File: config.mk
export PLATFORM = sky130hd
export DESIGN_NAME = gna_rsqrt
export DESIGN_NICKNAME = d
export VERILOG_FILES = /design/src/rtl/gna_pkg.sv /design/src/rtl/gna_rsqrt.sv
export SDC_FILE = /design/constraint.sdc
export NUM_CORES = 1
export LEC_CHECK = 0
export BUFFER_PORTS_ARGS = -buffer_cell sky130_fd_sc_hd__clkbuf_2
export CAP_MARGIN = 10
export CORE_ASPECT_RATIO = 1.2
export CORE_MARGIN = 2
export CORE_UTILIZATION = 40
export DETAILED_ROUTE_END_ITERATION = 10
export GPL_TIMING_DRIVEN = 0
export PLACE_DENSITY_LB_ADDON = 0.12
export SYNTH_ARGS = -nofsm -noshare
export SYNTH_HDL_FRONTEND = slang
export SYNTH_SLANG_ARGS = --single-unit
export TNS_END_PERCENT = 1
File: constraint.sdc
create_clock -name clk -period 12.15 [get_ports clk]
set_input_delay 1.215 -clock clk [delete_from_list [all_inputs] [get_ports clk]]
set_output_delay 1.215 -clock clk [all_outputs]
set_load 0.01 [all_outputs]
File: src/rtl/gna_pkg.sv
// ----------------------------------------------------------------------------
// gna_pkg
// Shared types and constants of the normalized aggregation block.
// ----------------------------------------------------------------------------
`default_nettype none

package gna_pkg;

	localparam int MAX_DIM     = 64;
	localparam int IDX_BITS    = 6;
	localparam int VALUE_BITS  = 32;
	localparam int DEGREE_BITS = 16;
	localparam int ACC_BITS    = 48;
	localparam int PROD_BITS   = 2 * DEGREE_BITS;
	localparam int VLEN_BITS   = 7;
	localparam int ADDR_BITS   = 3;

	localparam logic [VLEN_BITS-1:0] VLEN_RESET = 7'd64;

	localparam logic CMD_BIAS = 1'b0;
	localparam logic CMD_MSG  = 1'b1;

	localparam logic REG_VLEN = 1'b0;
	localparam logic REG_RELU = 1'b1;

	typedef struct packed {
		logic                          command;
		logic [IDX_BITS-1:0]           element_index;
		logic signed [VALUE_BITS-1:0]  value;
		logic [DEGREE_BITS-1:0]        node_degree;
		logic [DEGREE_BITS-1:0]        neighbor_degree;
		logic                          first_neighbor;
		logic                          last_neighbor;
	} msg_t;

	typedef struct packed {
		logic [IDX_BITS-1:0]           out_index;
		logic signed [VALUE_BITS-1:0]  result_value;
		logic                          last_element;
		logic                          saturated;
	} res_t;

	typedef struct packed {
		logic                  start;
		logic [PROD_BITS-1:0]  p;
	} rsq_req_t;

	typedef struct packed {
		logic         done;
		logic [31:0]  s;
	} rsq_rsp_t;

	typedef enum logic [1:0] {
		RSQ_IDLE,
		RSQ_DIV,
		RSQ_SQRT,
		RSQ_DONE
	} rsq_state_t;

	typedef enum logic [2:0] {
		ST_IDLE,
		ST_PREP,
		ST_BIAS,
		ST_SCALE,
		ST_MUL,
		ST_ACC,
		ST_FIN
	} gna_state_t;

endpackage

`default_nettype wire

File: src/rtl/gna_rsqrt.sv
// ----------------------------------------------------------------------------
// gna_rsqrt
// Q1.31 reciprocal square root: floor(sqrt(floor(2^62 / p))), one bit a cycle.
// ----------------------------------------------------------------------------
`default_nettype none

module gna_rsqrt
	import gna_pkg::*;
(
	input  wire logic     clk,
	input  wire logic     arst_n,
	input  wire rsq_req_t req,
	output rsq_rsp_t      rsp
);

	rsq_state_t state_q, state_d;
	logic [5:0]            cnt_q;
	logic [PROD_BITS-1:0]  p_q;
	logic [PROD_BITS-1:0]  rem_q;
	logic [61:0]           quo_q;
	logic [63:0]           t_q, res_q, bit_q;

	logic [PROD_BITS:0]    rem_sh;
	logic                  ge;
	logic [PROD_BITS:0]    rem_sub;
	logic [63:0]           sum;
	logic                  take;

	assign rem_sh  = {rem_q, (cnt_q == 6'd0)};
	assign ge      = rem_sh >= {1'b0, p_q};
	assign rem_sub = rem_sh - {1'b0, p_q};
	assign sum     = res_q + bit_q;
	assign take    = t_q >= sum;

	always_comb begin
		state_d = state_q;
		unique case (state_q)
			RSQ_IDLE: if (req.start) state_d = RSQ_DIV;
			RSQ_DIV:  if (cnt_q == 6'd62) state_d = RSQ_SQRT;
			RSQ_SQRT: if (cnt_q == 6'd31) state_d = RSQ_DONE;
			RSQ_DONE: state_d = RSQ_IDLE;
			default:  state_d = RSQ_IDLE;
		endcase
	end

	always_comb begin
		rsp.done = (state_q == RSQ_DONE);
		rsp.s    = res_q[31:0];
	end

	always_ff @(posedge clk or negedge arst_n) begin
		if (!arst_n) begin
			state_q <= RSQ_IDLE;
			cnt_q   <= '0;
		end else begin
			state_q <= state_d;
			if (state_q != state_d) cnt_q <= '0;
			else                    cnt_q <= cnt_q + 6'd1;
		end
	end

	always_ff @(posedge clk) begin
		unique case (state_q)
			RSQ_IDLE: begin
				p_q   <= req.p;
				rem_q <= '0;
			end
			RSQ_DIV: begin
				rem_q <= ge ? rem_sub[PROD_BITS-1:0] : rem_sh[PROD_BITS-1:0];
				quo_q <= {quo_q[60:0], ge};
				if (cnt_q == 6'd62) begin
					t_q   <= {1'b0, quo_q, ge};
					res_q <= '0;
					bit_q <= 64'd1 << 62;
				end
			end
			RSQ_SQRT: begin
				if (take) begin
					t_q   <= t_q - sum;
					res_q <= (res_q >> 1) + bit_q;
				end else begin
					res_q <= res_q >> 1;
				end
				bit_q <= bit_q >> 2;
			end
			RSQ_DONE: begin
			end
			default: begin
			end
		endcase
	end

endmodule

`default_nettype wire

==> results.ini <==
[status]
status = complete, no violations

[die]
io_pins = 68
core_area_um2 = 55700
die-area_um2 = 58100
die_w_um = 220
die_y_um = 264
initial_core_util = 0.403
rows = 95

[layout]
num-fill-cells = 5356
utilization = 0.451
diodes = 0
area_growth_pct = 11.8
finalNetCount = 2778
drive_gt1_frac = 0.0942
design_area_um2 = 25100
multiInputGateArea_um2 = 12700
seq_area_um2 = 8790

[critical_path]
critPathCaptureType = register
timing.rr.start = res_q[8]
reg2reg_slack_ns = 4.80
cp_max_fo = 25
crit_type = reg -> reg
worstReg2RegEnd = t_q[1]
cp.required_ns = 12.39
cp-start-kind = register
worstRegToRegCells = 22
worst_ep_arrival_time_ns = 7.59

[hold_path]
holdCritStartpoint = quo_q[7]
hold_path_depth = 0
whs_endpoint = quo_q[8]
hold_path.class = reg -> reg

[clocking]
clkLatencyLatePin_ns = 0.57
cts.path.max_buffers = 3
cts.htree.levels = 2
post_cts_resized = 0
clk_pin_slew_ns = 0.06
cts_buffers = 38
cts.hold.buffers_added = 0
cts_tree = built
clock_sinks = 294
cts_root_buf = clkbuf_16
post_cts.repair.setup_buffers = 0

[detailed_routing]
routed_via_density = 5.79
firstDrtPassIters = 5
num_vias = 19300
avgRoutedWirePerCell_um = 20.5
drcViolationCount = 0
ant_nets = 0
drt_iter0_drc = 1561
wirelength_um = 68400

[synth]
yosys-top-cells-area = edfxtp_1 (38%), ha_1 (9.2%), nand2_1 (4.9%), a21oi_1 (3.9%), o21ai_0 (3.9%)
synth_cells = 2462
async_flop_share = 0.0272
ys_warn_count = 0
synth_top_cell_by_area = edfxtp_1
yosys.area.top_type_share = 0.382
syn_nets = 2664
synth_seq_cells = 294
yosysSeqAreaShare = 0.391
synth_edf_count = 286
synth_ff_type = edfxtp_1
synth_area_um2 = 22500
avgSynthCellArea_um2 = 9.13
synth.distinct_cells = 87

[sta]
slew_violations = 0
rsz0062_at_grt = no
setup_violations = 0
fmax_mhz = 136
slew-limit-headroom = 0.173
finalCritPeriodShare = 0.605
worst_pin_slew_ns = 1.24
period_needed_ns = 7.35
skew_ns = 0.0259
hold_violations = 0

[global_routing]
antenna_found_initial = 0
grt.total_usage = 0.235
grt_max_degree = 46
overflow = 0
grt_pass1_vias = 19000
grt_pass1_wl_um = 106000

[placement]
hpwl_um = 52800
gp_congestion = 0.931
portBuffers = 67
dpl_cell_area_um2 = 23900

[flow_run]
max_cap_violations = 0

## placed cells by master, fill, tap and decap left out, types with 25 or more instances in the layout
cell type	netlist	routed
nor3_1	38	38
nand2_1	291	291
o21ai_0	174	174
ha_1	165	165
edfxtp_1	286	286
o21bai_1	38	38
clkbuf_2	2	69
o21a_1	27	27
buf_4	33	33
xor2_1	98	98
clkbuf_1	86	93
nand3_1	60	60
a21oi_1	175	174
nand4_1	66	66
a211oi_1	27	27
or3_1	25	25
a21o_1	77	77
inv_1	93	91
xnor2_1	82	82
nor2_1	173	172
clkbuf_16	0	39
and2_1	51	51
a31oi_1	69	69
## synth_stat cells (8+ instances only)
cell type / number
or3_1: 25
nand4_1: 66
nor3_1: 38
nor2b_1: 13
a31o_2: 19
and2_1: 51
a211oi_2: 12
o21a_1: 27
nand2b_1: 17
a211oi_1: 27
and4_1: 11
a31oi_1: 69
a21oi_1: 175
edfxtp_1: 286
nand2_1: 291
xor2_1: 98
nor2_1: 173
o211ai_1: 22
o2111ai_1: 8
buf_2: 17
buf_4: 33
or2_2: 11
o31ai_1: 11
o22ai_1: 9
inv_1: 93
a21boi_0: 11
o21bai_1: 38
clkbuf_1: 86
o21ai_0: 174
dfrtp_1: 8
nand3_1: 60
ha_1: 165
nor4_1: 11
xnor2_1: 82
a21o_1: 77
and3_1: 21
## worst max-delay path: stages, from the launching register on
cell and delay (ns):
edfxtp_1 0.52, ha_1 0.42, nand2_1 0.12, nor4b_2 0.42
o21bai_1 0.18, a211o_1 0.33, a211oi_2 0.29, o21ai_1 0.18
a21o_1 0.29, and2_1 0.21, xor2_1 0.19, ha_1 0.30
clkbuf_1 0.26, nand2_1 0.16, or3_1 0.46, nor2_1 0.13
nand3_1 0.21, a2111oi_2 0.87, nor2_1 0.10, buf_2 0.26
buf_2 0.28, a21boi_4 0.52, buf_12 0.27
## metal layers
layer,up-vias,part of all wire,track usage
li1,9384,-,-
met1,9191,0.44,0.306
met2,559,0.48,0.402
met3,125,0.045,0.0264
met4,0,0.032,0.0778
met5,-,0,0
## sequential cells by signal (all words and copies together), names as in the netlist
name / count
t_q: 64
res_q: 64
rem_q: 32
cnt_q: 6
state_q: 2
bit_q: 32
p_q: 32
quo_q: 62
## worst max-delay path by stage
stage	startpoint	end	slack [ns]	cells past startpoint
floorplan	res_q[8]	t_q[0]	2.36	21
global placement	res_q[8]	t_q[2]	-1.97	21
detailed placement	res_q[8]	t_q[2]	4.90	22
CTS	res_q[8]	t_q[8]	4.88	22
global route	res_q[34]	t_q[8]	4.44	21
finish	res_q[8]	t_q[1]	4.80	22
## cells by family after synthesis
logic type	synth area share
AOI/OAI and AO/OA	0.223
xor gates and xnor gates	0.0701
adders and majority gates	0.0936
buffers and inverters	0.0473
DFF	0.391
muxes	0.00323
and+or+nand+nor	0.172
## per-stage QoR
step / cells / worst slack [ns] / hold slack (ns) / setup TNS [ns]
floorplan: 2462 / 2.36 / 0.417 / 0
global placement: 3256 / -1.97 / 0.431 / -149.97
detailed placement: 3263 / 4.90 / 0.432 / 0
CTS: 3329 / 4.88 / 0.448 / 0
global route: 3329 / 4.44 / 0.451 / 0
finish: 3329 / 4.80 / 0.446 / 0
## final cells by class
class | count | share of cell area
Multi-Input combinational cell | 1930 | 0.504
Sequential cell | 294 | 0.350
Clock buffer | 46 | 0.0399
Tap cell | 727 | 0.0362
Buffer | 145 | 0.0284
Timing Repair Buffer | 74 | 0.0187
Inverter | 93 | 0.0139
Clock inverter | 20 | 0.00951
Power is left out: the tool's default activity adds up to more than one toggle a clock period on the data nets, which glitch-free logic cannot reach.
